### src/sv/ftba_pkg.sv
// ----------------------------------------------------------------------------
// ftba_pkg
// Shared constants, register codes and item types of the feathered tile
// blend accumulator.
// ----------------------------------------------------------------------------
package ftba_pkg;

    localparam int DEF_MAX_WIDTH  = 256;
    localparam int DEF_MAX_HEIGHT = 256;

    localparam int QUEUE_DEPTH = 16;
    localparam int OUT_DEPTH   = 16;
    localparam int QCNT_W      = $clog2(QUEUE_DEPTH + 1);
    localparam int OCNT_W      = $clog2(OUT_DEPTH + 1);

    localparam logic OP_ACCUM = 1'b0;
    localparam logic OP_READ  = 1'b1;

    localparam logic [1:0] REG_FRAME_WIDTH  = 2'd0;
    localparam logic [1:0] REG_FRAME_HEIGHT = 2'd1;
    localparam logic [1:0] REG_TILE_SIZE    = 2'd2;
    localparam logic [1:0] REG_OVERLAP      = 2'd3;

    localparam logic [8:0]  RST_FRAME   = 9'd256;
    localparam logic [8:0]  RST_TILE    = 9'd64;
    localparam logic [7:0]  RST_OVERLAP = 8'd8;
    localparam logic [32:0] RST_RECIP   = 33'h0_2000_0000;

    localparam logic [16:0]        ONE_Q16    = 17'h1_0000;
    localparam logic signed [23:0] CSUM_MAX   = 24'sh7F_FFFF;
    localparam logic signed [23:0] CSUM_MIN   = -24'sh80_0000;
    localparam logic [18:0]        WSUM_MAX   = 19'h7_FFFF;
    localparam logic [7:0]         BYTE_MAX   = 8'd255;
    localparam logic [11:0]        NORM_SCALE = 12'd4080;

    typedef struct packed {
        logic               op;
        logic               act;
        logic signed [15:0] r;
        logic signed [15:0] g;
        logic signed [15:0] b;
    } fcarry_t;

    typedef struct packed {
        logic               op;
        logic               act;
        logic signed [15:0] cr;
        logic signed [15:0] cg;
        logic signed [15:0] cb;
        logic [16:0]        wt;
    } qitem_t;

    typedef struct packed {
        logic signed [23:0] sr;
        logic signed [23:0] sg;
        logic signed [23:0] sb;
        logic [18:0]        ws;
    } entry_t;

    typedef struct packed {
        logic   valid;
        logic   cov;
        entry_t e;
    } rd_t;

    typedef struct packed {
        logic [7:0] red;
        logic [7:0] green;
        logic [7:0] blue;
        logic       covered;
    } result_t;

endpackage

### src/sv/ftba_norm.sv
// ----------------------------------------------------------------------------
// ftba_norm
// Readout normalization: clamp tests, scale by 4080 and an eight-stage
// restoring divide by the weight sum per channel.
// ----------------------------------------------------------------------------
module ftba_norm (
    input  logic              aclk,
    input  logic              aresetn,
    input  ftba_pkg::rd_t     i_rd,
    output logic              o_push,
    output ftba_pkg::result_t o_res
);
    import ftba_pkg::*;

    logic [8:0]  v_reg;
    logic        cov_reg [0:8];
    logic [2:0]  z_reg   [0:8];
    logic [2:0]  f_reg   [0:8];
    logic [18:0] ws_reg  [0:8];
    logic [26:0] rem_reg [0:8][3];
    logic [7:0]  q_reg   [0:8][3];

    logic signed [23:0] s [3];
    logic [7:0]  byte_out [3];

    assign s[0] = i_rd.e.sr;
    assign s[1] = i_rd.e.sg;
    assign s[2] = i_rd.e.sb;

    always_ff @(posedge aclk) begin
        if (!aresetn) begin
            v_reg <= '0;
        end else begin
            v_reg <= {v_reg[7:0], i_rd.valid};
        end
    end

    always_ff @(posedge aclk) begin
        cov_reg[0] <= i_rd.cov;
        ws_reg[0]  <= i_rd.e.ws;
        for (int ch = 0; ch < 3; ch++) begin
            z_reg[0][ch]   <= s[ch][23] || (s[ch] == '0);
            f_reg[0][ch]   <= {s[ch][22:0], 4'd0} >= {8'd0, i_rd.e.ws};
            rem_reg[0][ch] <= 27'(s[ch][14:0]) * 27'(NORM_SCALE);
            q_reg[0][ch]   <= '0;
        end
        for (int k = 1; k <= 8; k++) begin
            cov_reg[k] <= cov_reg[k-1];
            ws_reg[k]  <= ws_reg[k-1];
            z_reg[k]   <= z_reg[k-1];
            f_reg[k]   <= f_reg[k-1];
            for (int ch = 0; ch < 3; ch++) begin
                if (rem_reg[k-1][ch] >= ({ws_reg[k-1], 8'd0} >> k)) begin
                    rem_reg[k][ch] <= rem_reg[k-1][ch] - ({ws_reg[k-1], 8'd0} >> k);
                    q_reg[k][ch]   <= {q_reg[k-1][ch][6:0], 1'b1};
                end else begin
                    rem_reg[k][ch] <= rem_reg[k-1][ch];
                    q_reg[k][ch]   <= {q_reg[k-1][ch][6:0], 1'b0};
                end
            end
        end
    end

    always_comb begin
        for (int ch = 0; ch < 3; ch++) begin
            if (!cov_reg[8] || z_reg[8][ch]) begin
                byte_out[ch] = '0;
            end else if (f_reg[8][ch]) begin
                byte_out[ch] = BYTE_MAX;
            end else begin
                byte_out[ch] = q_reg[8][ch];
            end
        end
    end

    assign o_push        = v_reg[8];
    assign o_res.red     = byte_out[0];
    assign o_res.green   = byte_out[1];
    assign o_res.blue    = byte_out[2];
    assign o_res.covered = cov_reg[8];

endmodule

### config.mk
export PLATFORM = sky130hd
export DESIGN_NAME = ftba_norm
export DESIGN_NICKNAME = d
export VERILOG_FILES = /design/src/sv/ftba_pkg.sv /design/src/sv/ftba_norm.sv
export SDC_FILE = /design/constraint.sdc
export NUM_CORES = 2
export LEC_CHECK = 0
export ABC_AREA = 1
export BUFFER_PORTS_ARGS = -buffer_cell sky130_fd_sc_hd__buf_2
export CAP_MARGIN = 0
export CORE_UTILIZATION = 59
export CTS_BUF_LIST = sky130_fd_sc_hd__clkbuf_16
export CTS_CLUSTER_SIZE = 28
export DETAILED_ROUTE_END_ITERATION = 6
export PLACE_DENSITY = 0.79
export SYNTH_ARGS = -nofsm -noshare
export SYNTH_HDL_FRONTEND = slang
export SYNTH_SLANG_ARGS = --single-unit
### constraint.sdc
create_clock -name aclk -period 4.3 [get_ports aclk]
set_input_delay 0.86 -clock aclk [delete_from_list [all_inputs] [get_ports aclk]]
set_output_delay 0.86 -clock aclk [all_outputs]
set_load 0.01 [all_outputs]
; After elaboration in Yosys (flattened, before gate mapping)
; Memories as Yosys holds them, arrays and structs flattened.
; Cells that the tools add are included.
[word_totals]
mem_count = 6
reg_bits = 9
in_bits = 95
out_inout_bits = 26
ram_bits = 1179
elab_cells = 245
[memory_table]
columns = memory, depth, word_bits, read_ports, rd_ports_with_merged_regs, wr, line_no
row1 = rem_reg, 9, 81, 8, 0, 9, ftba_norm.sv:20  ; logic [26:0] rem_reg [0:8][3];
row2 = q_reg, 9, 24, 9, 0, 9, ftba_norm.sv:21  ; logic [7:0] q_reg [0:8][3];
row3 = ws_reg, 9, 19, 8, 0, 9, ftba_norm.sv:19  ; logic [18:0] ws_reg [0:8];
row4 = f_reg, 9, 3, 9, 0, 9, ftba_norm.sv:18  ; logic [2:0] f_reg [0:8];
row5 = z_reg, 9, 3, 9, 0, 9, ftba_norm.sv:17  ; logic [2:0] z_reg [0:8];
row6 = cov_reg, 9, 1, 9, 0, 9, ftba_norm.sv:16  ; logic cov_reg [0:8];
[op_classes]
bitwise_logic = 48
reduce_logical = 10
add_sub_neg = 24
n_mux = 126
multipliers = 3
n_lt_le_gt_ge = 27
[ops]
columns = cell, count
row1 = 27-bit two-way mux, 24
row2 = 8-bit two-way mux, 30
row3 = 27-bit by 19-bit >= comparator with 1-bit output, 6
row4 = 27-bit by 20-bit >= comparator with 1-bit output, 3
row5 = 27-bit by 21-bit >= comparator with 1-bit output, 3
row6 = 27-bit by 22-bit >= comparator with 1-bit output, 3
row7 = 27-bit by 23-bit >= comparator with 1-bit output, 3
row8 = 27-bit by 24-bit >= comparator with 1-bit output, 3
row9 = 27-bit by 25-bit >= comparator with 1-bit output, 3
row10 = 27-bit by 26-bit >= comparator with 1-bit output, 3
row11 = 27-bit by 19-bit subtractor with 27-bit output, 3
row12 = 27-bit by 20-bit subtractor with 27-bit output, 3
row13 = 27-bit by 21-bit subtractor with 27-bit output, 3
row14 = 27-bit by 22-bit subtractor with 27-bit output, 3
row15 = 27-bit by 23-bit subtractor with 27-bit output, 3
row16 = 27-bit by 24-bit subtractor with 27-bit output, 3
row17 = 27-bit by 25-bit subtractor with 27-bit output, 3
row18 = 27-bit by 26-bit subtractor with 27-bit output, 3
row19 = 24-bit zero test, 3
row20 = 1-bit two-way mux, 72
row21 = "15-bit by 8-bit multiplier with 23-bit output, second input constant", 3
row22 = 1-bit OR, 48
row23 = 1-bit logical OR, 6
row24 = 1-bit zero test, 1

; Depth between registers and ports, before layout
; An unclocked memory read counts as a cell.
[logic_depth]
ltp_word = 5
mapped_depth = 19
ltp_nobuf = 19

; Least setup slack after synthesis
; OpenSTA, ideal clock, no wires.
[synth_timing]
kind = input to register
startpoint = input i_rd[24] (netlist bit)
endpoint = memory rem_reg[0][23] (netlist bit)
path_slack_ns = -0.136
setup_time_ns = 0.112
required_ns = 4.188
t_arrival_ns = 4.324
n_path_buf = 0
stages = 16
path_cell_list = inv_1 fa_1 fa_1 inv_1 fa_1 inv_1 fa_1 inv_1 ha_1 nand2_1 o21ai_0 nor2_1 o21ai_0 nand2_1 nand3_1 nand2_1
[synth_rtl]
columns = element, line_no
row1 = "start, declared", ftba_norm.sv:9  ; input ftba_pkg::rd_t i_rd,
row2 = "end, declared", ftba_norm.sv:20

==> flow_results.xml <==
<?xml version="1.0" encoding="UTF-8"?>
<metrics>
  <group name="detailed_routing">
    <metric name="drc" unit="">2</metric>
    <metric name="drtIter0Drc" unit="">5128</metric>
    <metric name="total_routed_length" unit="mm">227.3</metric>
    <metric name="post_drt_wl_per_cell" unit="um">18.66</metric>
    <metric name="drt_pre_antenna_iters" unit="">7</metric>
    <metric name="vias" unit="">65110</metric>
    <metric name="detail-route-antenna-nets" unit="">0</metric>
    <metric name="viasPerCell" unit="">5.344</metric>
  </group>
  <group name="global_route">
    <metric name="wire_length_of_the_first_global_routing_pass" unit="mm">347.6</metric>
    <metric name="antenna_found_initial" unit="">8</metric>
    <metric name="first_global_vias" unit="">62410</metric>
    <metric name="globalRoute.totalOverflow" unit="">0</metric>
    <metric name="track_usage" unit="%">38.72</metric>
    <metric name="grt_max_degree" unit="">36</metric>
  </group>
  <group name="cts">
    <metric name="cts_post_setup_buffers_inserted" unit="">0</metric>
    <metric name="cts.root.buffer_cell" unit="">sky130_fd_sc_hd__clkbuf_16</metric>
    <metric name="ctsHtreeMaxLevel" unit="">3</metric>
    <metric name="clk-insertion-delay-late" unit="ns">0.72</metric>
    <metric name="cts_hold_repair.buffers" unit="">0</metric>
    <metric name="clockBufferDepth" unit="">3</metric>
    <metric name="cts_resized" unit="">0</metric>
    <metric name="cts_num_sinks" unit="">902</metric>
    <metric name="cts_made_buffers" unit="">98</metric>
    <metric name="tritoncts_clock_tree" unit="">done</metric>
    <metric name="clk_slew_on_worst_s_h_paths" unit="ns">0.06</metric>
  </group>
  <group name="cells_and_area">
    <metric name="finalNonFillerCells" unit="">12180</metric>
    <metric name="area_delta_synth_final" unit="%">10.50</metric>
    <metric name="drive_gt1_share" unit="%">7.155</metric>
    <metric name="largest_reg_flops" unit="">570</metric>
    <metric name="finish.net_count" unit="">11550</metric>
  </group>
  <group name="sta">
    <metric name="tightest_slew" unit="ns">0.9400</metric>
    <metric name="final_min_period_over_clock_period" unit="%">92.09</metric>
    <metric name="fin_skew" unit="ns">0.03013</metric>
    <metric name="grt_setup_unrepaired" unit="">no</metric>
    <metric name="final.min_clock_period" unit="ns">3.960</metric>
    <metric name="finalSetupViolCount" unit="">0</metric>
    <metric name="timing.final.max_slew_violations" unit="">0</metric>
    <metric name="fmax" unit="GHz">0.2525</metric>
    <metric name="finalHoldViolCount" unit="">0</metric>
    <metric name="timing.slew.headroom" unit="%">36.99</metric>
  </group>
  <group name="run">
    <metric name="maxCapViolCount" unit="">0</metric>
  </group>
  <group name="status">
    <metric name="outcome" unit="">complete, but fails checks</metric>
    <metric name="failed_checks" unit="">DRC</metric>
  </group>
  <group name="pwr">
    <metric name="power" unit="mW">64.85</metric>
    <metric name="cellLeakagePower" unit="nW">41.36</metric>
    <metric name="ir_drop" unit="V">0.0006944</metric>
    <metric name="pwr_per_cell_area" unit="nW/um2">870.5</metric>
  </group>
  <group name="synthesis">
    <metric name="post_synthesis_cell_count" unit="">10200</metric>
    <metric name="synth_commonest_cells" unit="">sky130_fd_sc_hd__nand2_1, sky130_fd_sc_hd__inv_1, sky130_fd_sc_hd__dfxtp_1</metric>
    <metric name="post-synth-top-count-cell" unit="">sky130_fd_sc_hd__nand2_1</metric>
    <metric name="yosysTopAreaCellShare" unit="%">26.78</metric>
    <metric name="post_synthesis_sequential_area_ratio" unit="%">26.78</metric>
    <metric name="synth.largest_area_cell" unit="">sky130_fd_sc_hd__dfxtp_1</metric>
    <metric name="syn_nets" unit="">11160</metric>
    <metric name="postSynth.asyncResetShare" unit="%">0</metric>
    <metric name="synth_cell_type_count" unit="">53</metric>
    <metric name="dominantRegCellSynth" unit="">sky130_fd_sc_hd__dfxtp_1</metric>
    <metric name="synth_area" unit="um2">67420</metric>
    <metric name="synth-seq-cells" unit="">902</metric>
    <metric name="number_of_warnings_issued_by_yosys" unit="">0</metric>
    <metric name="synth_edf_count" unit="">0</metric>
    <metric name="synth.avg_cell_area" unit="um2">6.610</metric>
    <metric name="synth.top_cells.by_area" unit="">sky130_fd_sc_hd__dfxtp_1, sky130_fd_sc_hd__nand2_1, sky130_fd_sc_hd__ha_1</metric>
  </group>
  <group name="setup_path">
    <metric name="reg2reg_from" unit="">ws_reg[0][0]</metric>
    <metric name="critPathKind" unit="">primary input to flop</metric>
    <metric name="critPathSlowestCell" unit="">sky130_fd_sc_hd__fa_1</metric>
    <metric name="worst_ep_arrival_time" unit="ns">4.59</metric>
    <metric name="critPathMaxFanout" unit="">4</metric>
    <metric name="timing.rr.end" unit="">rem_reg[1][34]</metric>
    <metric name="timing.critical_path.cells" unit="">buf_2, clkinvlp_4, fa_1, buf_4, fa_1, inv_1, fa_1, inv_1, fa_1, inv_1, ha_1, nand2_1, nor2_1, nand3_1, nand3_1, nand2_1, nand2_1, xor2_1</metric>
    <metric name="worstSetupEndpointType" unit="">flop</metric>
    <metric name="crit_path_frequent_cell" unit="">sky130_fd_sc_hd__fa_1</metric>
    <metric name="crit_path_start_kind" unit="">primary input</metric>
    <metric name="required" unit="ns">4.93</metric>
    <metric name="reg2reg_setup_slack" unit="ns">0.98</metric>
    <metric name="ff2ff_path_depth" unit="">9</metric>
    <metric name="cpPeakStageDelay" unit="ns">0.52</metric>
  </group>
  <group name="hold_path">
    <metric name="whs_endpoint" unit="">cov_reg[0][0]</metric>
    <metric name="hp-start" unit="">i_rd[91]</metric>
    <metric name="hold-path-cell-count" unit="">1</metric>
    <metric name="worst_hold_path_type" unit="">primary input to flop</metric>
  </group>
  <group name="floorplan">
    <metric name="fp.dieArea" unit="um2">115600</metric>
    <metric name="io_pins" unit="">121</metric>
    <metric name="rows" unit="">123</metric>
    <metric name="chipHeight" unit="um">340.0</metric>
    <metric name="starting_density_of_the_core" unit="%">59.68</metric>
    <metric name="dieWidth" unit="um">340.0</metric>
    <metric name="placeableCoreArea" unit="um2">113000</metric>
  </group>
  <group name="place">
    <metric name="place_inst" unit="">11990</metric>
    <metric name="dp_hpwl" unit="mm">192.1</metric>
    <metric name="globalplace.congestion" unit="">1.038</metric>
    <metric name="port_buffers" unit="">120</metric>
  </group>
</metrics>
## cells by family (layout without fill, tap and decap cells)
kind of cell | Yosys count | after routing | share of synthesized area (%)
XOR/XNOR | 260 | 260 | 3.378
AND/OR/NAND/NOR | 5517 | 5517 | 33.94
AO/OA/AOI/OAI | 685 | 685 | 5.900
flip-flops | 902 | 902 | 26.78
adder cells (fa/ha/maj) | 864 | 864 | 18.44
buffers and inverters | 1972 | 2450 | 11.55
other | 0 | 4 | 0
## power by group
part           switching [mW]  total [mW]  internal, mW  leakage (nW)
clock                    3.81        8.70          4.90          1.65
sequential               2.94        14.9          12.0          7.58
combinational            26.1        41.2          15.1          32.1
## final cells by class
cell class	instances	area, um2
fillers	10490	38470
well taps	1500	1877
clock inverters	87	855.8
clock buffers	98	2452
multi-input cells	7326	41600
diodes	4	10.01
flip-flops and latches	902	18060
repair buffers	377	2542
inverters	1888	7102
## worst max path at each step
stage,from,end
2_1_floorplan,i_rd[72],rem_reg[0][77]
3_3_place_gp,i_rd[72],rem_reg[0][79]
3_5_place_dp,i_rd[72],rem_reg[0][79]
4_1_cts,i_rd[72],rem_reg[0][72]
5_1_grt,i_rd[72],rem_reg[0][78]
6_report,i_rd[72],rem_reg[0][75]
## per-layer routing
layer | GRT usage [%] | vias to the layer above | wire length, um
met2 | 64.95 | 2443 | 104500
met3 | 5.027 | 658 | 14660
li1 | - | 32230 | -
met1 | 45.31 | 29760 | 88720
met5 | 0 | - | 63
met4 | 28.73 | 10 | 19380
## worst max-delay path: cells and delay by family
family	cells	cell delay [ns]
buffers and inverters	6	0.58
XOR/XNOR	1	0.15
adder cells (fa/ha/maj)	5	2.29
AND/OR/NAND/NOR	6	0.70
## placed cells by master, fill, tap and decap left out, types with 19 or more instances in the layout
cell                        count
sky130_fd_sc_hd__o21bai_1      52
sky130_fd_sc_hd__and2_1        30
sky130_fd_sc_hd__dfxtp_1      902
sky130_fd_sc_hd__ha_1         647
sky130_fd_sc_hd__nor3_1        73
sky130_fd_sc_hd__inv_1       1873
sky130_fd_sc_hd__o21ai_1       37
sky130_fd_sc_hd__nand2_1     3655
sky130_fd_sc_hd__a21oi_1      370
sky130_fd_sc_hd__nor2_2        24
sky130_fd_sc_hd__buf_2        120
sky130_fd_sc_hd__nor2_1       784
sky130_fd_sc_hd__o21ai_2       33
sky130_fd_sc_hd__xnor2_1       84
sky130_fd_sc_hd__nand2_2       41
sky130_fd_sc_hd__xor2_1       176
sky130_fd_sc_hd__a21oi_2       57
sky130_fd_sc_hd__o21ai_0      104
sky130_fd_sc_hd__nor4_1        19
sky130_fd_sc_hd__clkbuf_16     98
sky130_fd_sc_hd__fa_1         216
sky130_fd_sc_hd__buf_4        256
sky130_fd_sc_hd__nand3_1      612
sky130_fd_sc_hd__nand3b_1      88
sky130_fd_sc_hd__inv_2         24
sky130_fd_sc_hd__nand4_1      138
## metrics by stage
stage	util, %	hold slack (ns)	area (um2)	setup slack (ns)	setup TNS, ns
finish	65.95	0.2521	74500	0.3399	0
global route	65.94	0.2307	74490	0.1239	0
CTS	65.94	0.2164	74490	0.3821	0
detailed placement	63.01	0.3121	71180	-0.3398	-10.76
global placement	63.01	0.3095	71180	-0.2965	-7.578
floorplan	-	0.3096	67450	-0.01041	-0.01061
Power figures use the tool's default switching activity.
