**src/sv/ftba_fifo.sv**
```systemverilog
// ----------------------------------------------------------------------------
// ftba_fifo
// Small first-in first-out queue with show-ahead read and occupancy count.
// ----------------------------------------------------------------------------
module ftba_fifo #(
    parameter int WIDTH = 8,
    parameter int DEPTH = 16
) (
    input  logic                       aclk,
    input  logic                       aresetn,
    input  logic                       i_push,
    input  logic [WIDTH-1:0]           i_wdata,
    input  logic                       i_pop,
    output logic                       o_valid,
    output logic [WIDTH-1:0]           o_rdata,
    output logic [$clog2(DEPTH+1)-1:0] o_count
);
    localparam int PW = $clog2(DEPTH);
    localparam int CW = $clog2(DEPTH + 1);

    logic [WIDTH-1:0] data_reg [DEPTH];
    logic [PW-1:0]    wptr_reg;
    logic [PW-1:0]    rptr_reg;
    logic [CW-1:0]    count_reg;

    assign o_valid = (count_reg != '0);
    assign o_rdata = data_reg[rptr_reg];
    assign o_count = count_reg;

    always_ff @(posedge aclk) begin
        if (!aresetn) begin
            wptr_reg  <= '0;
            rptr_reg  <= '0;
            count_reg <= '0;
        end else begin
            if (i_push) begin
                wptr_reg <= (wptr_reg == PW'(DEPTH - 1)) ? '0 : wptr_reg + 1'b1;
            end
            if (i_pop) begin
                rptr_reg <= (rptr_reg == PW'(DEPTH - 1)) ? '0 : rptr_reg + 1'b1;
            end
            if (i_push && !i_pop) begin
                count_reg <= count_reg + 1'b1;
            end else if (!i_push && i_pop) begin
                count_reg <= count_reg - 1'b1;
            end
        end
    end

    always_ff @(posedge aclk) begin
        if (i_push) begin
            data_reg[wptr_reg] <= i_wdata;
        end
    end

endmodule

```
**config.mk**
```make
export PLATFORM = sky130hd
export DESIGN_NAME = ftba_fifo
export DESIGN_NICKNAME = d
export VERILOG_FILES = /design/src/sv/ftba_fifo.sv
export SDC_FILE = /design/constraint.sdc
export NUM_CORES = 1
export LEC_CHECK = 0
export ABC_AREA = 1
export BUFFER_PORTS_ARGS = -buffer_cell sky130_fd_sc_hd__buf_2
export CORE_ASPECT_RATIO = 1.2
export CORE_MARGIN = 10
export CORE_UTILIZATION = 55
export DETAILED_ROUTE_END_ITERATION = 8
export PLACE_DENSITY_LB_ADDON = 0.1
export SYNTH_ARGS = -nofsm -noshare
export SYNTH_HDL_FRONTEND = slang
export SYNTH_SLANG_ARGS = --single-unit
```
**constraint.sdc**
```tcl
create_clock -name aclk -period 2.4 [get_ports aclk]
set_input_delay 0.48 -clock aclk [delete_from_list [all_inputs] [get_ports aclk]]
set_output_delay 0.48 -clock aclk [all_outputs]
set_load 0.02 [all_outputs]
```
======== After elaboration in Yosys (flattened, before gate mapping) ========
Memories as Yosys holds them, arrays and structs flattened. A register that Yosys moved wholly into a read port is not among the register bits.
Index checks and enable logic that the tools add are counted.
word-level totals
  register bits after elaboration ......... 13
  bits in writable memories ............... 128
  input port bits ......................... 12
  output and inout bits ................... 14
  memories kept ........................... 1
memories
  memory    words  width  rd ports  clocked after memory_dff  wr ports  line  RTL
  data_reg  16     8      1         1                         1         21    logic [WIDTH-1:0] data_reg [DEPTH];
operators by class
  add/sub/neg operators ................... 4
  equality and inequality tests ........... 2
  mux-type cells .......................... 8
  reduce and logical (&&, ||, !) cells .... 6
operators with widths
  kind                                               number
  2-to-1 mux 4 bit                                   4
  2-to-1 mux 5 bit                                   2
  adder 4 x 1 -> 4 bit (second input constant)       2
  == test 4 bit (second input constant)              2
  adder 5 x 1 -> 5 bit (second input constant)       1
  nonzero test 5 bit                                 1
  subtractor 5 x 1 -> 5 bit (second input constant)  1
  logical AND 1 bit                                  2
  zero test 1 bit                                    2
  2-to-1 mux 1 bit                                   2
  nonzero test 2 bit                                 1

======== Depth between registers and ports, before layout ========
Gate-level depths: netlist of the first run.
  word-level depth ........................ 4
  depth in mapped cells ................... 11

======== Worst setup path before layout of the first run ========
OpenSTA, ideal clock, no wires.
  path kind ............................... input -> register
  from .................................... input port i_pop
  to ...................................... register count_reg[3] (netlist: o_count[3])
  library setup time ...................... 0.115 ns
  arrival ................................. 1.699 ns
  data required time ...................... 2.285 ns
  path slack .............................. 0.586 ns
  stages on the path ...................... 9
  path through ............................ inv_1 ha_1 inv_1 ha_1 or2_2 nand3_1 nand2_1 o21ai_0 inv_1
between the ends
  cells in the longest elaborated chain, start to end .. 3
  elaborated cells on any way between the ends .. 5
ends and longest elaborated chain
  item                                                    line  RTL
  start, declared                                         13    input logic i_pop,
  zero test 1 bit                                         42    if (i_push && !i_pop) begin
  logical AND 1 bit                                       42
  2-to-1 mux 5 bit or nonzero test 2 bit (tied branches)  --
  end signal, assigned                                    43    count_reg <= count_reg + 1'b1;
  end signal, assigned                                    45    count_reg <= count_reg - 1'b1;
  end, declared                                           24    logic [CW-1:0] count_reg;
Parallel ways exist; a longest one is shown, timed or not.
A chain may end at the register's enable or synchronous reset.

==> metrics.yaml, run 1 <==
timing:
  finalMaxSlewViolations: 0
  worst_pin_slew_ps: 577
  fin_skew_ps: 7.52
  layout_min_cycle_time_ps: 2300
  period_share_pct: 95.7
  relSlewSlack_pct: 61.5
  rsz0062_at_grt: "no"
  final.setup.tns_ps: 0
  hold_viol_final: 0
  setup_viol: 0
  setup_ws_ps: 104
  fmax_mhz: 436
status:
  outcome: "finished, final reports clean"
global_routing:
  antenna_found_initial: 0
  grt_max_degree: 65
  grt_pass1_wl_um: 22100
  grt_usage_pct: 17.2
  grt_pass1_vias: 4353
  overflow: 0
power_and_ir_drop:
  pwr-share-comb_pct: 9.6
  pwr-share-seq_pct: 47.3
  power.share.clock_pct: 43.2
  switching_share_pct: 22.2
  p_leak_nw: 3.26
  ir_drop_mv: 0.456
  power_density_mw_per_mm2: 809
  intPower_mw: 4.64
  p_sw_mw: 1.33
clock_tree:
  cts_max_level: 4
  cts_num_sinks: 145
  cts_buffers: 17
  ctsHoldBuffers: 0
  cts-root-buf: "clkbuf_16"
  clk-insertion-delay-late_ps: 420
  cts.clk_slew.worst_paths_ps: 50
  clockBufferDepth: 2
  cts_tree: "done"
final_layout:
  final_cell_mix: "nand2_1, edfxtp_1, inv_1"
  fin_util_pct: 64.0
  num_antenna_cells: 0
  area_delta_synth_final_pct: 14.9
  nets: 711
  largest_reg_flops: 128
  drive_gt1_share_pct: 11.1
  mostFrequentLayoutCell: "nand2_1"
setup_path:
  required_ps: 1920
  r2r_cells: 10
  crit_fanout: 32
  cp-end-kind: "output pin"
  worst_setup_path_start_kind: "register"
  worst-endpoint-arrival_ps: 1820
  critical_path_class: "register to output pin"
placed_design:
  port_buffers: 25
  dpl.hpwl_um: 8580
  place_ws_ps: 274
  gp_congestion: 0.818
run:
  max_cap_violations: 0
routing:
  drc: 0
  ant_nets: 0
  viasPerCell: 5.18
  drt-total-wl_um: 14100
  via_count: 4450
  wl_per_cell_um: 16.4
  first_iter_violations: 394
  drtPass1Iterations: 5
floorplanning:
  die_w_um: 119
  fp.dieArea_mm2: 0.0164
  rows: 43
  start_util_pct: 55.7
  dieHeight_um: 138
  ios: 26
  coreArea_mm2: 0.0115
min_path:
  hp-class: "input port to register"
  min_delay_path_depth: 3
logic_synthesis:
  ys_ff_latch: 145
  synth_area_mm2: 0.00642
  avgSynthCellArea_um2: 9.90
  synth_cell_types: 20
  synth_warnings: 0
  synth.net_count: 670
  yosysTopAreaCell: "edfxtp_1"
  yosys-top-cells-area: "edfxtp_1, nand2_1, nand3_1, inv_1, dfxtp_1"
  yosysTopAreaCellShare_pct: 59.9
  postSynthCellCount: 648
  ys_seq_area_share_pct: 65.2
==> repair_timing <==
item                                    CTS  global route
pin swaps                                 0             0
setup buffers                             0             0
endpoints found under the setup margin    1             7
gates resized for setup                   1             1
gates cloned                              0             1
==> kinds of logic (layout without fill, tap and decap cells) <==
family | after synthesis | count (layout) | share of synthesized area (%)
AO/OA/AOI/OAI | 16 | 16 | 1.25
XOR/XNOR | 2 | 2 | 0.273
adder cells (fa/ha/maj) | 10 | 10 | 2.07
buffers and inverters | 144 | 198 | 9.63
flip-flops | 145 | 145 | 65.2
AND/OR/NAND/NOR | 331 | 331 | 21.6
==> final cells by class <==
class / count / area [um^2]
Sequential cell: 145 / 4190
Multi-Input combinational cell: 359 / 1620
Inverter: 119 / 449
Clock inverter: 5 / 76.3
Timing Repair Buffer: 47 / 337
Fill cell: 966 / 4140
Tap cell: 157 / 196
Clock buffer: 27 / 513
==> path summary, 6_finish.rpt <==
| path | slack (ps) | from | endpoint |
|---|---|---|---|
| setup / recovery | 100 | register | o_rdata[1] |
| hold / removal | 390 | aresetn | o_count[1] |
| setup reg to reg | 910 | o_count[0] | o_count[4] |
| hold reg to reg | 500 | rptr_reg[3] | register |
==> power by group through the flow <==
stage	clock network (mW)	logic, mW	registers [mW]
2_1_floorplan	0	0.370	2.88
3_3_place_gp	0	0.541	2.87
5_1_grt	2.73	0.635	2.82
3_5_place_dp	0	0.557	2.87
4_1_cts	2.61	0.562	2.82
6_report	2.58	0.570	2.82
==> cells in the mapped netlist <==
cell type,count
edfxtp_1,128
nor3_1,3
nand2_1,192
ha_1,9
inv_1,117
fa_1,1
dfxtp_1,17
clkbuf_1,2
o21ai_0,7
nor2_1,29
nand3_1,104
buf_2,14
a21oi_1,9
inv_2,2
or2_2,2
buf_6,7
buf_4,2
xor2_1,1
nor3b_1,1
xnor2_1,1
==> per-layer routing <==
| metal | global-route usage [%] | part of all wire [%] | vias up |
|---|---|---|---|
| met2 | 28.3 | 49 | 173 |
| met5 | 0 | 0 | - |
| li1 | - | - | 2160 |
| met4 | 6.25 | 1.2 | 0 |
| met1 | 21.5 | 42 | 2107 |
| met3 | 4.03 | 7.7 | 10 |
==> worst max-delay path, cell delays in order, from the launching register on <==
cell and delay [ps]:
dfxtp_1 380, buf_6 310, nand3_1 140, nand3_1 130, nand3_1 120, nand2_1 130
buf_2 170
==> through the flow <==
step	hold slack [ps]	power, mW	cells	area (um^2)
after floorplan	435	3.25	648	6420
after global placement	465	3.41	826	6750
after detailed placement	486	3.43	826	6750
after CTS	370	5.99	858	7340
after global routing	402	6.19	859	7370
final	385	5.96	859	7370
Power figures use the tool's default switching activity.
==> run 2: changes to the inputs <==
==> constraint.sdc (replaced) <==
create_clock -name aclk -period 2.9 [get_ports aclk]
set_input_delay 0.58 -clock aclk [delete_from_list [all_inputs] [get_ports aclk]]
set_output_delay 0.58 -clock aclk [all_outputs]
set_load 0.02 [all_outputs]
==> run 2 against run 1 <==
Core utilization down 2.1 points; clock skew increased by 1.6 ps; setup slack better by 140 ps; register-to-register slack gained 120 ps; largest cell class unchanged; critical path depth up 1; via count shrank 3.5%; sequential share of layout area grew 1.9 points; sequential power is 17% lower.
==> metrics.yaml, run 2 (synthesis gave the netlist of run 1 again) <==
clock_tree:
  cts-root-buf: "clkbuf_16"
  cts_max_level: 4
  cts.clk_slew.worst_paths_ps: 50
  cts_buffers: 17
  ctsHoldBuffers: 0
  ctsResizeCount: 0
  cts_num_sinks: 145
  clockBufferDepth: 2
  cts_tree: "done"
  clk-insertion-delay-late_ps: 420
  postCtsSetupBuffers: 0
floorplanning:
  start_util_pct: 55.7
  fp.dieArea_mm2: 0.0164
  coreArea_mm2: 0.0115
  ios: 26
  dieHeight_um: 138
  rows: 43
  die_w_um: 119
timing:
  relSlewSlack_pct: 39.9
  setup_viol: 0
  hold_viol_final: 0
  rsz0062_at_grt: "no"
  layout_min_cycle_time_ps: 2650
  worst_pin_slew_ps: 898
  final.setup.tns_ps: 0
  finalMaxSlewViolations: 0
  period_share_pct: 91.4
  fin_skew_ps: 9.16
  fmax_mhz: 377
power_and_ir_drop:
  ir_drop_mv: 0.380
  p_leak_nw: 3.12
  power_density_mw_per_mm2: 661
routing:
  drt-total-wl_um: 14200
  drtPass1Iterations: 5
  drc: 0
  viasPerCell: 5.10
  first_iter_violations: 332
  ant_nets: 0
  via_count: 4293
  wl_per_cell_um: 16.8
setup_path:
  required_ps: 2320
  crit_path_max_incr_delay_ps: 560
  cp-end-kind: "output pin"
  crit_slowest_cell: "buf_4"
  critical_path_class: "register to output pin"
  r2r_slack_ps: 1030
  crit_chain: "buf_4 > nand2_1 > nand3_1 > nand3_1 > nand3_1 > nand2_1 > buf_2"
  worst-endpoint-arrival_ps: 2070
  cpMostUsedCell: "nand3_1"
  worst_setup_path_start_kind: "register"
  crit_fanout: 64
final_layout:
  nets: 694
  final_cells: 842
  mostFrequentLayoutCell: "nand2_1"
  drive_gt1_share_pct: 8.47
  fin_util_pct: 62.0
  final_cell_mix: "nand2_1, edfxtp_1, inv_1"
  fill_cells: 967
  num_antenna_cells: 0
  area_delta_synth_final_pct: 11.2
  largest_reg_flops: 128
global_routing:
  grt_max_degree: 65
  grt_usage_pct: 17.7
  antenna_found_initial: 0
  gr-usage-met1_pct: 22.5
  grt_pass1_vias: 4263
  grt_pass1_wl_um: 22500
  grt-busiest-layer: "met2"
  overflow: 0
  met2_usage_pct: 28.1
  gr-usage-met3_pct: 4.36
placed_design:
  dpl.hpwl_um: 8780
  gp_congestion: 0.822
  port_buffers: 25
  placed_cells: 810
min_path:
  hp-class: "input port to register"
run:
  max_cap_violations: 0
status:
  outcome: "finished, final reports clean"
[run 2: cell count changes in the layout (fill, tap and decap cells not counted), sizes merged]
cell and delta:
buf -16, clkinv +6, clkbuf -5, bufinv -1, clkinvlp -1
[run 2: stage by stage]
step                hold slack [ps]  setup WS, ps  power, mW  instance area, um^2
global route                    484           101       4.89                 7130
floorplan                       435           986       2.69                 6420
finish                          468           248       4.71                 7130
global placement                460           722       2.82                 6620
detailed placement              482           699       2.83                 6620
CTS                             452           240       4.74                 7130
[run 2: cell type report]
class                      instances  area (um^2)  area share [%]
clock buffer                      23          448            6.28
clock inverter                     9         66.3           0.930
inverter                         119          447            6.26
multi-input combinational        359         1620            22.6
sequential                       145         4190            58.7
tap                              157          196            2.75
timing repair buffer              30          175            2.46
[run 2: worst paths after layout]
kind                    start  cells after the start              to
hold / removal        aresetn                      3     rptr_reg[2]
hold reg to reg   rptr_reg[3]                      1     rptr_reg[3]
setup reg to reg  wptr_reg[0]                      3  data_reg[3][6]
setup / recovery     register                      7      o_rdata[7]
[run 2: power breakdown]
group	switching, mW	total [mW]	internal (mW)
Combinational	0.315	0.453	0.138
Sequential	0.0218	2.33	2.31
Clock	0.767	1.93	1.16
[run 2: critical path: cells and delay by family (launching register included)]
family                 cells  cell delay (ps)
buffers and inverters      2              720
and+or+nand+nor            5              590
DFF                        1              330
[run 2: routing by layer]
metal,vias up,part of all wire [%],routed length (um)
met5,-,0,0
met4,0,2.2,313
met3,28,5.4,759
met2,129,48,6760
met1,2006,45,6320
li1,2130,-,-
==> run 3: changes to the inputs <==
--- a/config.mk
+++ b/config.mk
@@ -10,6 +10,7 @@
 export CORE_ASPECT_RATIO = 1.2
 export CORE_MARGIN = 10
 export CORE_UTILIZATION = 55
+export CTS_BUF_LIST = sky130_fd_sc_hd__clkbuf_4
 export DETAILED_ROUTE_END_ITERATION = 8
 export PLACE_DENSITY_LB_ADDON = 0.1
 export SYNTH_ARGS = -nofsm -noshare
==> run 3 against run 2 <==
Hold slack worse by 120 ps; critical path depth up 1; via count rose by 0.14%; clock power shrank 42%; die area is the same; setup slack better by 13 ps; sequential power hardly changed; clock-buffer cell count unchanged.
==> metrics.yaml, run 3 (synthesis gave the netlist of run 1 again) <==
setup_path:
  worst_setup_path_start_kind: "register"
  cpMostUsedCell: "nand2_1"
  critPathTopFamily: "buffers and inverters"
  crit_chain: "buf_6 > nand2_1 > nand2_1 > nand2_1 > nand3_1 > nand3_1 > nand2_1 > buf_2"
  crit_path_max_incr_delay_ps: 430
  r2r_cells: 3
  required_ps: 2320
  r2r_slack_ps: 1010
  crit_end: "o_rdata[2]"
  crit_fanout: 64
  r2r-end: "data_reg[3][0]"
  worst-endpoint-arrival_ps: 2060
  crit_slowest_cell: "buf_6"
  path_buf_inv: 2
  cp-end-kind: "output pin"
  reg2reg_from: "wptr_reg[0]"
  cp.depth: 8
  critical_path_class: "register to output pin"
routing:
  drtPass1Iterations: 5
  drc: 0
  via_count: 4299
  wl_per_cell_um: 16.7
  first_iter_violations: 369
  drt-total-wl_um: 14100
  viasPerCell: 5.11
  ant_nets: 0
timing:
  fin_skew_ps: 12.7
  final.setup.tns_ps: 0
  rsz0062_at_grt: "no"
  fmax_mhz: 379
  period_share_pct: 91.0
  worst_pin_slew_ps: 935
  setup_viol: 0
  relSlewSlack_pct: 37.4
  whs_ps: 345
  layout_min_cycle_time_ps: 2640
  hold_viol_final: 0
  finalMaxSlewViolations: 0
global_routing:
  antenna_found_initial: 0
  overflow: 0
  grt_pass1_vias: 4211
  grt_max_degree: 65
  grt_pass1_wl_um: 22100
  grt_usage_pct: 17.3
floorplanning:
  ios: 26
  coreArea_mm2: 0.0115
  start_util_pct: 55.7
  dieHeight_um: 138
  die_w_um: 119
  fp.dieArea_mm2: 0.0164
  rows: 43
power_and_ir_drop:
  p_leak_nw: 3.01
  ir_drop_mv: 0.297
  power_density_mw_per_mm2: 569
  p_total_mw: 3.90
clock_tree:
  ctsHoldBuffers: 0
  cts_max_level: 4
  cts_tree: "done"
  cts-root-buf: "clkbuf_4"
  clockBufferDepth: 2
  cts_buffers: 17
  clk-insertion-delay-late_ps: 530
  cts_num_sinks: 145
  cts.clk_slew.worst_paths_ps: 110
final_layout:
  drive_gt1_share_pct: 9.34
  area_delta_synth_final_pct: 6.96
  mostFrequentLayoutCell: "nand2_1"
  fill_cells: 1004
  num_antenna_cells: 0
  nets: 694
  largest_reg_flops: 128
  final_cell_mix: "nand2_1, edfxtp_1, inv_1"
placed_design:
  gp_congestion: 0.822
  port_buffers: 25
  dpl.hpwl_um: 8780
status:
  outcome: "finished, final reports clean"
min_path:
  hp-class: "input port to register"
  hp-start: "aresetn"
run:
  max_cap_violations: 0
-- run 3: changes by cell type in the layout (fill, tap and decap cells not counted) --
cell,previous run,this run
buf_4,4,3
inv_4,0,1
clkbuf_16,17,0
inv_2,2,1
clkbuf_4,0,23
clkbuf_1,6,0
buf_6,0,1
-- run 3: area by class of cell --
cell class              count  area (um^2)  share of cell area (%)
multi-input cells         359         1620                    23.5
clock buffers              23          173                    2.52
well taps                 157          196                    2.86
clock inverters             9         66.3                   0.966
flip-flops and latches    145         4190                    61.0
inverters                 119          449                    6.54
repair buffers             30          179                    2.61
-- run 3: worst min-delay path, delay by kind of cell --
| kind | cells | cell delay [ps] |
|---|---|---|
| compound gates | 2 | 120 |
| buf+inv | 1 | 140 |
-- run 3: worst min-delay path by stage --
stage               cells after the start  slack (ps)     endpoint
floorplan                               1         430     register
global placement                        1         460  rptr_reg[3]
detailed placement                      1         480  rptr_reg[3]
CTS                                     3         300   o_count[1]
global route                            3         330  rptr_reg[2]
finish                                  3         350   o_count[1]
-- run 3: what timing repair did --
| item | 4_1_cts | 5_1_grt |
|---|---|---|
| endpoints found under the setup margin | 0 | 7 |
| setup buffers | 0 | 0 |
| gates resized for setup | 0 | 3 |
-- run 3: routing by layer --
| metal | up-vias | wire, um | share of wire [%] | global-route usage, % |
|---|---|---|---|---|
| met1 | 2039 | 6250 | 44 | 22.1 |
| li1 | 2133 | - | - | - |
| met3 | 19 | 713 | 5.1 | 4.11 |
| met4 | 0 | 227 | 1.6 | 5.67 |
| met2 | 108 | 6870 | 49 | 28.2 |
| met5 | - | 0 | 0 | 0 |
-- run 3: where the power goes --
part	internal, mW	switching (mW)
Sequential	2.31	0.0225
Combinational	0.139	0.314
Clock	0.467	0.655
-- run 3: through the flow --
stage,setup WS (ps),instances,area [um^2],util (%)
final,261,842,6860,59.6
after CTS,105,842,6860,59.6
after detailed placement,699,810,6620,57.5
after global placement,722,810,6620,57.5
after global routing,97.6,842,6860,59.6
after floorplan,986,648,6420,-
