File: config.mk
export PLATFORM = sky130hd
export DESIGN_NAME = ftba_front
export DESIGN_NICKNAME = d
export VERILOG_FILES = /design/src/sv/ftba_pkg.sv /design/src/sv/ftba_front.sv
export SDC_FILE = /design/constraint.sdc
export NUM_CORES = 2
export LEC_CHECK = 0
export ABC_AREA = 0
export BUFFER_PORTS_ARGS = -buffer_cell sky130_fd_sc_hd__buf_2
export CORE_MARGIN = 2
export CORE_UTILIZATION = 40
export DETAILED_ROUTE_END_ITERATION = 6
export PLACE_DENSITY_LB_ADDON = 0.2
export RECOVER_POWER = 50
export SETUP_SLACK_MARGIN = 0.02
export SYNTH_ARGS = -nofsm -noshare
export SYNTH_HDL_FRONTEND = slang
export SYNTH_SLANG_ARGS = --single-unit
File: constraint.sdc
create_clock -name aclk -period 19.87 [get_ports aclk]
set_clock_uncertainty 0.05 [all_clocks]
set_input_delay 1.987 -clock aclk [delete_from_list [all_inputs] [get_ports aclk]]
set_output_delay 1.987 -clock aclk [all_outputs]
set_load 0.01 [all_outputs]
File: src/sv/ftba_pkg.sv
// ----------------------------------------------------------------------------
// ftba_pkg
// Shared constants, register codes and item types of the feathered tile
// blend accumulator.
// ----------------------------------------------------------------------------
package ftba_pkg;

    localparam int DEF_MAX_WIDTH  = 256;
    localparam int DEF_MAX_HEIGHT = 256;

    localparam int QUEUE_DEPTH = 16;
    localparam int OUT_DEPTH   = 16;
    localparam int QCNT_W      = $clog2(QUEUE_DEPTH + 1);
    localparam int OCNT_W      = $clog2(OUT_DEPTH + 1);

    localparam logic OP_ACCUM = 1'b0;
    localparam logic OP_READ  = 1'b1;

    localparam logic [1:0] REG_FRAME_WIDTH  = 2'd0;
    localparam logic [1:0] REG_FRAME_HEIGHT = 2'd1;
    localparam logic [1:0] REG_TILE_SIZE    = 2'd2;
    localparam logic [1:0] REG_OVERLAP      = 2'd3;

    localparam logic [8:0]  RST_FRAME   = 9'd256;
    localparam logic [8:0]  RST_TILE    = 9'd64;
    localparam logic [7:0]  RST_OVERLAP = 8'd8;
    localparam logic [32:0] RST_RECIP   = 33'h0_2000_0000;

    localparam logic [16:0]        ONE_Q16    = 17'h1_0000;
    localparam logic signed [23:0] CSUM_MAX   = 24'sh7F_FFFF;
    localparam logic signed [23:0] CSUM_MIN   = -24'sh80_0000;
    localparam logic [18:0]        WSUM_MAX   = 19'h7_FFFF;
    localparam logic [7:0]         BYTE_MAX   = 8'd255;
    localparam logic [11:0]        NORM_SCALE = 12'd4080;

    typedef struct packed {
        logic               op;
        logic               act;
        logic signed [15:0] r;
        logic signed [15:0] g;
        logic signed [15:0] b;
    } fcarry_t;

    typedef struct packed {
        logic               op;
        logic               act;
        logic signed [15:0] cr;
        logic signed [15:0] cg;
        logic signed [15:0] cb;
        logic [16:0]        wt;
    } qitem_t;

    typedef struct packed {
        logic signed [23:0] sr;
        logic signed [23:0] sg;
        logic signed [23:0] sb;
        logic [18:0]        ws;
    } entry_t;

    typedef struct packed {
        logic   valid;
        logic   cov;
        entry_t e;
    } rd_t;

    typedef struct packed {
        logic [7:0] red;
        logic [7:0] green;
        logic [7:0] blue;
        logic       covered;
    } result_t;

endpackage

File: src/sv/ftba_front.sv
// ----------------------------------------------------------------------------
// ftba_front
// Configuration registers, overlap reciprocal unit and the weight pipeline:
// clips the tile, forms the feather weights and weighted colours per sample.
// ----------------------------------------------------------------------------
module ftba_front #(
    parameter int MAX_WIDTH  = ftba_pkg::DEF_MAX_WIDTH,
    parameter int MAX_HEIGHT = ftba_pkg::DEF_MAX_HEIGHT
) (
    input  logic                                    aclk,
    input  logic                                    aresetn,
    input  logic                                    cfg_we,
    input  logic [1:0]                              cfg_addr,
    input  logic [8:0]                              cfg_wdata,
    input  logic                                    s_valid,
    output logic                                    s_ready,
    input  logic                                    s_opcode,
    input  logic [7:0]                              s_tile_left,
    input  logic [7:0]                              s_tile_top,
    input  logic [7:0]                              s_col_in_tile,
    input  logic [7:0]                              s_row_in_tile,
    input  logic signed [15:0]                      s_red_sample,
    input  logic signed [15:0]                      s_green_sample,
    input  logic signed [15:0]                      s_blue_sample,
    input  logic [7:0]                              s_pixel_col,
    input  logic [7:0]                              s_pixel_row,
    input  logic                                    i_clearing,
    input  logic [ftba_pkg::QCNT_W-1:0]             i_q_count,
    output logic                                    o_push,
    output logic [$clog2(MAX_WIDTH*MAX_HEIGHT)-1:0] o_idx,
    output ftba_pkg::qitem_t                        o_item
);
    import ftba_pkg::*;

    localparam int AW = $clog2(MAX_WIDTH * MAX_HEIGHT);

    logic [8:0]  fw_reg, fh_reg, ts_reg;
    logic [7:0]  ov_reg;
    logic [32:0] recip_reg;
    logic [7:0]  rrem_reg;
    logic [5:0]  rcnt_reg;
    logic        rbusy_reg;
    logic [8:0]  rem_sh;

    logic [3:0]  cnt_reg;
    logic        accept;
    logic [5:0]  credit_sum;

    logic [6:0]  v_reg;
    logic        op0_reg;
    logic [7:0]  left0_reg, top0_reg, x0_reg, y0_reg, pc0_reg, pr0_reg;
    logic signed [15:0] r0_reg, g0_reg, b0_reg;

    fcarry_t     c_reg   [1:5];
    logic [AW-1:0] idx_reg [1:5];
    logic [8:0]  ax1_reg, ay1_reg, ax2_reg, ay2_reg, ax3_reg, ay3_reg;
    logic [40:0] pxx_reg, pxy_reg;
    logic [16:0] q0x_reg, q0y_reg;
    logic [24:0] qovx_reg, qovy_reg;
    logic [16:0] wx_reg, wy_reg, wt_reg;
    logic [AW-1:0] oidx_reg;
    qitem_t      oitem_reg;

    logic [8:0]  effw, effh, remw, remh, aw, ah, rowa, cola;
    logic        in_acc, in_rd;
    logic [8:0]  ax, ay;
    logic [AW-1:0] idx_acc, idx_rd;
    logic [16:0] q0x, q0y, wx, wy;
    logic [24:0] remx, remy;
    logic [33:0] wprod;
    logic signed [33:0] pr, pg, pb;

    function automatic logic [8:0] axis_num(input logic [7:0] org, input logic [7:0] pos,
                                            input logic [8:0] size, input logic [8:0] extent,
                                            input logic [7:0] ov);
        logic [9:0] far_edge;
        logic [9:0] reach;
        logic [8:0] diff;
        far_edge = {2'b00, org} + {1'b0, size};
        reach    = {2'b00, pos} + {2'b00, ov};
        diff     = size - {1'b0, pos};
        if (ov == 8'd0) begin
            return {1'b1, 8'd0};
        end else if (org != 8'd0 && pos < ov) begin
            return {1'b0, pos};
        end else if (far_edge < {1'b0, extent} && reach >= {1'b0, size}) begin
            return {1'b0, diff[7:0]};
        end else begin
            return {1'b1, 8'd0};
        end
    endfunction

    assign credit_sum = 6'(cnt_reg) + 6'(i_q_count);
    assign s_ready    = !rbusy_reg && !i_clearing && (credit_sum < 6'(QUEUE_DEPTH));
    assign accept     = s_valid && s_ready;
    assign rem_sh     = {rrem_reg, (rcnt_reg == 6'd0)};

    always_ff @(posedge aclk) begin
        if (!aresetn) begin
            fw_reg    <= RST_FRAME;
            fh_reg    <= RST_FRAME;
            ts_reg    <= RST_TILE;
            ov_reg    <= RST_OVERLAP;
            recip_reg <= RST_RECIP;
            rrem_reg  <= '0;
            rcnt_reg  <= '0;
            rbusy_reg <= 1'b0;
        end else if (cfg_we) begin
            unique case (cfg_addr)
                REG_FRAME_WIDTH:  fw_reg <= cfg_wdata;
                REG_FRAME_HEIGHT: fh_reg <= cfg_wdata;
                REG_TILE_SIZE:    ts_reg <= cfg_wdata;
                REG_OVERLAP: begin
                    ov_reg    <= cfg_wdata[7:0];
                    rbusy_reg <= 1'b1;
                    rcnt_reg  <= '0;
                    rrem_reg  <= '0;
                    recip_reg <= '0;
                end
            endcase
        end else if (rbusy_reg) begin
            if (rem_sh >= {1'b0, ov_reg}) begin
                rrem_reg  <= 8'(rem_sh - {1'b0, ov_reg});
                recip_reg <= {recip_reg[31:0], 1'b1};
            end else begin
                rrem_reg  <= rem_sh[7:0];
                recip_reg <= {recip_reg[31:0], 1'b0};
            end
            rcnt_reg <= rcnt_reg + 1'b1;
            if (rcnt_reg == 6'd32) begin
                rbusy_reg <= 1'b0;
            end
        end
    end

    always_ff @(posedge aclk) begin
        if (!aresetn) begin
            v_reg   <= '0;
            cnt_reg <= '0;
        end else begin
            v_reg <= {v_reg[5:0], accept};
            if (accept && !v_reg[6]) begin
                cnt_reg <= cnt_reg + 1'b1;
            end else if (!accept && v_reg[6]) begin
                cnt_reg <= cnt_reg - 1'b1;
            end
        end
    end

    always_comb begin
        effw = (32'(fw_reg) > MAX_WIDTH)  ? 9'(MAX_WIDTH)  : fw_reg;
        effh = (32'(fh_reg) > MAX_HEIGHT) ? 9'(MAX_HEIGHT) : fh_reg;
        remw = effw - {1'b0, left0_reg};
        remh = effh - {1'b0, top0_reg};
        aw   = (ts_reg < remw) ? ts_reg : remw;
        ah   = (ts_reg < remh) ? ts_reg : remh;
        in_acc = ({1'b0, left0_reg} < effw) && ({1'b0, top0_reg} < effh)
              && ({1'b0, x0_reg} < aw) && ({1'b0, y0_reg} < ah);
        in_rd  = ({1'b0, pc0_reg} < effw) && ({1'b0, pr0_reg} < effh);
        ax   = axis_num(left0_reg, x0_reg, aw, effw, ov_reg);
        ay   = axis_num(top0_reg, y0_reg, ah, effh, ov_reg);
        rowa = {1'b0, top0_reg} + {1'b0, y0_reg};
        cola = {1'b0, left0_reg} + {1'b0, x0_reg};
        idx_acc = AW'(rowa) * AW'(MAX_WIDTH) + AW'(cola);
        idx_rd  = AW'(pr0_reg) * AW'(MAX_WIDTH) + AW'(pc0_reg);

        q0x  = pxx_reg[32:16];
        q0y  = pxy_reg[32:16];
        remx = {1'b0, ax3_reg[7:0], 16'd0} - qovx_reg;
        remy = {1'b0, ay3_reg[7:0], 16'd0} - qovy_reg;
        wx   = ax3_reg[8] ? ONE_Q16 : ((remx >= 25'(ov_reg)) ? q0x_reg + 1'b1 : q0x_reg);
        wy   = ay3_reg[8] ? ONE_Q16 : ((remy >= 25'(ov_reg)) ? q0y_reg + 1'b1 : q0y_reg);
        wprod = {17'd0, wx_reg} * {17'd0, wy_reg};

        pr = 34'(c_reg[5].r) * 34'($signed({1'b0, wt_reg}));
        pg = 34'(c_reg[5].g) * 34'($signed({1'b0, wt_reg}));
        pb = 34'(c_reg[5].b) * 34'($signed({1'b0, wt_reg}));
    end

    always_ff @(posedge aclk) begin
        if (accept) begin
            op0_reg   <= s_opcode;
            left0_reg <= s_tile_left;
            top0_reg  <= s_tile_top;
            x0_reg    <= s_col_in_tile;
            y0_reg    <= s_row_in_tile;
            r0_reg    <= s_red_sample;
            g0_reg    <= s_green_sample;
            b0_reg    <= s_blue_sample;
            pc0_reg   <= s_pixel_col;
            pr0_reg   <= s_pixel_row;
        end

        c_reg[1].op  <= op0_reg;
        c_reg[1].act <= (op0_reg == OP_READ) ? in_rd : in_acc;
        c_reg[1].r   <= r0_reg;
        c_reg[1].g   <= g0_reg;
        c_reg[1].b   <= b0_reg;
        idx_reg[1]   <= (op0_reg == OP_READ) ? idx_rd : idx_acc;
        ax1_reg      <= ax;
        ay1_reg      <= ay;
        for (int k = 2; k <= 5; k++) begin
            c_reg[k]   <= c_reg[k-1];
            idx_reg[k] <= idx_reg[k-1];
        end

        pxx_reg  <= {33'd0, ax1_reg[7:0]} * {8'd0, recip_reg};
        pxy_reg  <= {33'd0, ay1_reg[7:0]} * {8'd0, recip_reg};
        ax2_reg  <= ax1_reg;
        ay2_reg  <= ay1_reg;

        q0x_reg  <= q0x;
        q0y_reg  <= q0y;
        qovx_reg <= 25'(q0x) * 25'(ov_reg);
        qovy_reg <= 25'(q0y) * 25'(ov_reg);
        ax3_reg  <= ax2_reg;
        ay3_reg  <= ay2_reg;

        wx_reg   <= wx;
        wy_reg   <= wy;
        wt_reg   <= wprod[32:16];

        oidx_reg     <= idx_reg[5];
        oitem_reg.op  <= c_reg[5].op;
        oitem_reg.act <= c_reg[5].act;
        oitem_reg.cr  <= pr[31:16];
        oitem_reg.cg  <= pg[31:16];
        oitem_reg.cb  <= pb[31:16];
        oitem_reg.wt  <= wt_reg;
    end

    assign o_push = v_reg[6];
    assign o_idx  = oidx_reg;
    assign o_item = oitem_reg;

endmodule

=== Word level (Yosys, flattened, before mapping) ===
Memory sizes are Yosys's and may differ from the RTL's. A register that Yosys moved wholly into a read port is not among the register bits.
Cells that the tools add are included.

* Muxes and demuxes: 29
* Multiply operators: 8
* Equality and inequality tests: 5
* Magnitude comparators: 20
* Add/sub/neg operators: 21
* Reduce and logical (&&, ||, !) cells: 29

{| class="wikitable"
|+ Operators with widths
! operator !! number
|-
| $mux 33 || 3
|-
| $mul 16x18->32 || 3
|-
| $mux 9 || 8
|-
| $mul 8x33->33 || 2
|-
| $lt 8x9->1 || 6
|-
| $ge 25x8->1 || 2
|-
| $mul 17x8->25 || 2
|-
| $sub 24x25->25 || 2
|-
| $add 17x1->17 const B || 2
|-
| $mux 17 || 2
|-
| $mul 17x17->33 || 1
|-
| $mux 8 || 4
|-
| $add 8x8->9 || 3
|-
| $sub 8x8->8 || 3
|-
| $add 8x9->10 || 2
|-
| $lt 10x9->1 || 2
|-
| $ge 9x9->1 || 2
|-
| $gt 9x9->1 const B || 2
|-
| $lt 9x9->1 || 2
|-
| $mux 6 || 3
|-
| $sub 9x8->9 || 2
|-
| $add 16x8->16 || 1
|-
| $add 16x9->16 || 1
|-
| $lt 8x8->1 || 2
|-
| 22 further kinds || 50
|}

* Memories kept: 2
* Output and inout port bits: 85
* Memory bits (writable): 330
* Logic and storage cells: 155
* Bits in registers: 513

{| class="wikitable"
|+ Memory list
! memory !! words !! width !! rd ports !! clocked after Yosys merged registers in !! write ports !! RTL line !! text
|-
| c_reg || 5 || 50 || 5 || 0 || 5 || ftba_front.sv:54 || <nowiki>fcarry_t c_reg [1:5];</nowiki>
|-
| idx_reg || 5 || 16 || 5 || 1 || 5 || ftba_front.sv:55 || <nowiki>logic [AW-1:0] idx_reg [1:5];</nowiki>
|}

=== Longest topological paths before layout ===
* Word-level depth: 10
* Gate-level depth with buffers: 38
* Gate-level depth less buffers: 37

=== Worst setup path before layout ===
OpenSTA, ideal clock, no wires.

* Kind: input-to-reg
* Start: input port i_q_count[1] in the netlist's numbering
* End: register cnt_reg[3]
* Path slack: 12786 ps
* Required time: 19744 ps
* Buffers on the path: 0
* Stages on the path: 13
* Data arrival time: 6959 ps
* Cells stage by stage: ha_1 -> a31o_2 -> a21o_1 -> a21oi_1 -> and2_1 -> ha_1 -> inv_1 -> ha_1 -> a21o_1 -> a21oi_1 -> xnor2_1 -> or3_1 -> a21boi_0

* Cells in the longest elaborated chain, start to end: 7
* Elaborated cells between the ends (all ways): 9

{| class="wikitable"
|+ Ends and longest elaborated chain
! item !! RTL line !! text
|-
| from (decl) || ftba_front.sv:28 || <nowiki>input logic [ftba_pkg::QCNT_W-1:0] i_q_count,</nowiki>
|-
| $add 4x5->6 * || ftba_front.sv:93 || <nowiki>assign credit_sum = 6'(cnt_reg) + 6'(i_q_count);</nowiki>
|-
| $lt 6x5->1 * || ftba_front.sv:94 || <nowiki>assign s_ready = !rbusy_reg && !i_clearing && (credit_sum < 6'(QUEUE_DEPTH));</nowiki>
|-
| $logic_and 1x1->1 * || ftba_front.sv:94 ||
|-
| named net s_ready || ftba_front.sv:16 || <nowiki>output logic s_ready,</nowiki>
|-
| $logic_and 1x1->1 * || ftba_front.sv:95 || <nowiki>assign accept = s_valid && s_ready;</nowiki>
|-
| named net accept || ftba_front.sv:46 || <nowiki>logic accept;</nowiki>
|-
| $logic_not 1->1 || ftba_front.sv:144 || <nowiki>end else if (!accept && v_reg[6]) begin</nowiki>
|-
| $logic_and 1x1->1 || ftba_front.sv:144 ||
|-
| $reduce_bool 2->1 (no source line) || - ||
|-
| to (signal assigned) || ftba_front.sv:143 || <nowiki>cnt_reg <= cnt_reg + 1'b1;</nowiki>
|-
| to (signal assigned) || ftba_front.sv:145 || <nowiki>cnt_reg <= cnt_reg - 1'b1;</nowiki>
|-
| to (decl) || ftba_front.sv:45 || <nowiki>logic [3:0] cnt_reg;</nowiki>
|}

The timed path passes the listed nets; every way through them passes the cells marked *.
A chain may end at the register's enable or synchronous reset.

=== Worst setup path in the final report ===
* Start: register wt_reg[13]
* End: register oitem_reg (netlist bit o_item[63])

* Cells in the longest elaborated chain, start to end: 1

{| class="wikitable"
|+ Ends and longest elaborated chain
! item !! RTL line !! text
|-
| from (decl) || ftba_front.sv:60 || <nowiki>logic [16:0] wx_reg, wy_reg, wt_reg;</nowiki>
|-
| from (signal assigned) || ftba_front.sv:221 || <nowiki>wt_reg <= wprod[32:16];</nowiki>
|-
| $mul 16x18->32 || ftba_front.sv:175 || <nowiki>pr = 34'(c_reg[5].r) * 34'($signed({1'b0, wt_reg}));</nowiki>
|-
| named net pr[30] || ftba_front.sv:71 || <nowiki>logic signed [33:0] pr, pg, pb;</nowiki>
|-
| to (decl) || ftba_front.sv:62 || <nowiki>qitem_t oitem_reg;</nowiki>
|}

The timed path passes the listed nets, and every way through them passes these cells.

==> summary.txt <==
Status
  – Status: finished with violations
  – Failing checks: max-capacitance violations, max-slew violations

Clock network
  – CTS resizes: 0
  – H-Tree Depth: 3
  – Root buf cell: clkbuf_16
  – Post-CTS Setup Repair Bufs: 0
  – Clock sink count: 827
  – CTS buffer count: 95
  – Clock transition at path regs: 0.06 ns
  – Post-cts hold buffer count: 0
  – CTS tree: built
  – Clock buffer depth: 3
  – Worst skew pair latency: 0.76 ns

Detailed routing
  – Via count: 57,100
  – Drt pass-1 iters: 6
  – Routed Antenna Nets: 0
  – Drt drc: 0
  – Iter 0 DRT Violations: 2,837
  – Via/cell ratio: 4.98
  – Routed wire per std cell: 18.1 µm
  – Final wirelength: 208 mm

Die
  – Overall die width: 459 µm
  – Initial core utilization: 40.1%
  – Core area: 206,000 µm²
  – Ports: 203
  – Die ar.: 211,000 µm²
  – Num rows: 167
  – Die H: 459 µm

Final layout
  – Area growth syn-to-layout: 8.31%
  – Layout cell share with drive strength beyond 1: 5.37%
  – Max reg flops: 250
  – Cell Count, Final, Fillers Out: 11,400
  – Final net count: 11,000
  – Layout Utilization: 43.5%
  – Finished layout cell area: 89,700 µm²

Placement
  – Final HPWL from detailed placement: 156 mm
  – Placer Congestion: 0.856
  – IO Port Bufs: 202
  – DP Worst Slack: 11.81 ns
  – Cells after DPL: 11,300
  – Post-DP Area: 86,400 µm²

Yosys
  – Synth top cells by count: inv_1 (1,599), fa_1 (1,356), nand2_1 (1,267)
  – Post-Syn Instances: 8,651
  – Asr flop ratio synth: 0%
  – Dominant cell type by area after synthesis: fa_1
  – Post-synth EDFFs: 97
  – Avg Inst Size Synth: 9.57 µm²
  – Syn_nets: 10,900
  – Most frequent cell after synthesis: inv_1
  – Post-Syn Area: 82,800 µm²
  – YS warnings: 0
  – Synth area leaders: fa_1 (33%), dfxtp_1 (18%), ha_1 (12%)
  – Sequential cell area fraction in the yosys report: 21.2%
  – Top_reg_cell synth: dfxtp_1
  – Netlist cell types: 81
  – Synth top area share: 32.8%
  – Synthesis-stage register bit count: 827

STA
  – Max transition margin: -140%
  – Max Freq: 106 MHz
  – Fin Setup TNS: 0 ns
  – Min cycle time layout: 9.41 ns
  – Fin crit share: 47.4%
  – Setup violations, final: 0
  – Worst-margin pin slew: 3.60 ns
  – Unrepaired setup endpoints after global routing: false
  – Final WS setup: 10.46 ns
  – Final Hold Viols: 0
  – Slew Limit Fails: 1,137

Global routing
  – Initial antenna violation count: 6
  – Largest net degree at the start of global routing: 86
  – Congestion Overflow GR: 0
  – Vias in the first global route: 61,100
  – Gr usage total: 20.2%
  – Global-route wire length before repair: 338 mm

Worst setup path
  – RR Startpoint: wt_reg[13]$_DFF_P_
  – Worst Setup Start Kind: register
  – Critical Path RT: 20.47 ns
  – Crit path DAT: 10.01 ns
  – R2r setup slk: 10.46 ns
  – Crit path kind: reg2reg
  – Maximum fanout along the worst path: 49
  – Worst r2r path cells: 24
  – Crit. End Element: register
  – FF-to-FF End: o_item[63]$_DFF_P_

Power
  – Power Dens Cells: 76.6 nW/µm²
  – Worst vdd ir: 0.0911 mV
  – Leakage: 40.7 nW

Flow run
  – Number of max-cap violations: 29

Hold path
  – Path type of the worst min-delay path: reg2reg
  – Worst Hold Depth: 0
  – Hold path endpoint: c_reg[0][123]$_DFF_P_
  – Worst hold start: c_reg[0][73]$_DFF_P_
## cell usage in the layout, fill, tap and decap left out, drive strengths merged, types with 10 or more instances in the layout
cell,n
and2,757
inv,1611
fa,1356
nor2b,61
dfxtp,730
nand2b,73
clkinv,26
a31oi,14
a21oi,198
and4,11
edfxtp,97
a21boi,70
or4,17
nand4,35
o31ai,17
nor4,15
or2,11
xnor2,174
o21a,63
o21bai,29
nor3,46
diode,10
a211oi,23
nor2,196
buf,226
o211ai,14
mux2i,21
a21o,96
clkbuf,169
nand2,1267
xor2,94
nand3,83
or3,12
and3,22
o21ai,125
mux2,20
ha,823
## stage by stage
step	hold WS, ns	total power [mW]
floorplan	0.260	4.12
global placement	0.260	5.02
detailed placement	0.262	5.06
CTS	0.231	7.00
global route	0.262	7.48
finish	0.250	6.87
## cells by family after synthesis
| group | synth area share (%) |
|---|---|
| AOI/OAI and AO/OA | 5.93 |
| and+or+nand+nor | 15.4 |
| adders and majority gates | 45.2 |
| muxes | 0.526 |
| buffers and inverters | 8.91 |
| xor gates and xnor gates | 2.83 |
| DFF | 21.2 |
## report_power, final
part / switching (mW) / total [mW] / internal [mW] / leakage [nW]
registers: 0.142 / 2.01 / 1.87 / 6.96
logic: 1.76 / 2.98 / 1.22 / 32.1
clock network: 0.777 / 1.88 / 1.10 / 1.66
## worst max-delay path, stage by stage (launching register included)
cell and delay (ns):
dfxtp_2 0.31, clkbuf_1 2.51, nand2_1 0.30, fa_1 0.70
inv_1 0.06, fa_1 0.53, inv_1 0.05, fa_1 0.50
inv_1 0.05, fa_1 0.52, inv_1 0.05, fa_1 0.48
inv_1 0.05, fa_1 0.44, ha_1 0.29, o21a_1 0.11
o21a_1 0.18, a21oi_1 0.11, o21ai_0 0.14, a211oi_1 0.80
a21oi_1 0.29, o31ai_1 0.33, nand2_1 0.12, a21oi_1 0.21
xnor2_1 0.13
## cell type report
class / instances / area, µm²
Clock inverter: 53 / 723
Timing Repair Buffer: 269 / 1390
Inverter: 1600 / 6010
Multi-Input combinational cell: 5860 / 57900
Sequential cell: 827 / 17500
Clock buffer: 126 / 2710
Fill cell: 19900 / 117000
Antenna cell: 10 / 25.0
Tap cell: 2704 / 3380
## worst max-delay path by stage
stage                     slack (ns)                    from                       to  cells after the start
final                          10.46      wt_reg[13]$_DFF_P_       o_item[63]$_DFF_P_                     24
after global routing            9.96      wt_reg[13]$_DFF_P_       o_item[63]$_DFF_P_                     24
after global placement         11.93  fw_reg[8]$_SDFFE_PN1P_    ax1_reg[5]$_SDFF_PN0_                     37
after detailed placement       11.81  fw_reg[8]$_SDFFE_PN1P_    ax1_reg[3]$_SDFF_PN0_                     37
after floorplan                12.79            i_q_count[1]  cnt_reg[3]$_SDFFE_PN0P_                     13
after CTS                      11.78  fw_reg[8]$_SDFFE_PN1P_    ax1_reg[3]$_SDFF_PN0_                     37
## layer usage
| metal | vias to the layer above | GRT usage [%] | share of wire [%] |
|---|---|---|---|
| met4 | 2 | 5.06 | 2.5 |
| li1 | 26400 | - | - |
| met2 | 1177 | 33.6 | 47 |
| met1 | 29200 | 28.0 | 46 |
| met5 | - | 0 | 0.0063 |
| met3 | 279 | 2.62 | 4.5 |
No activity file was read; power rests on OpenSTA's default activity.
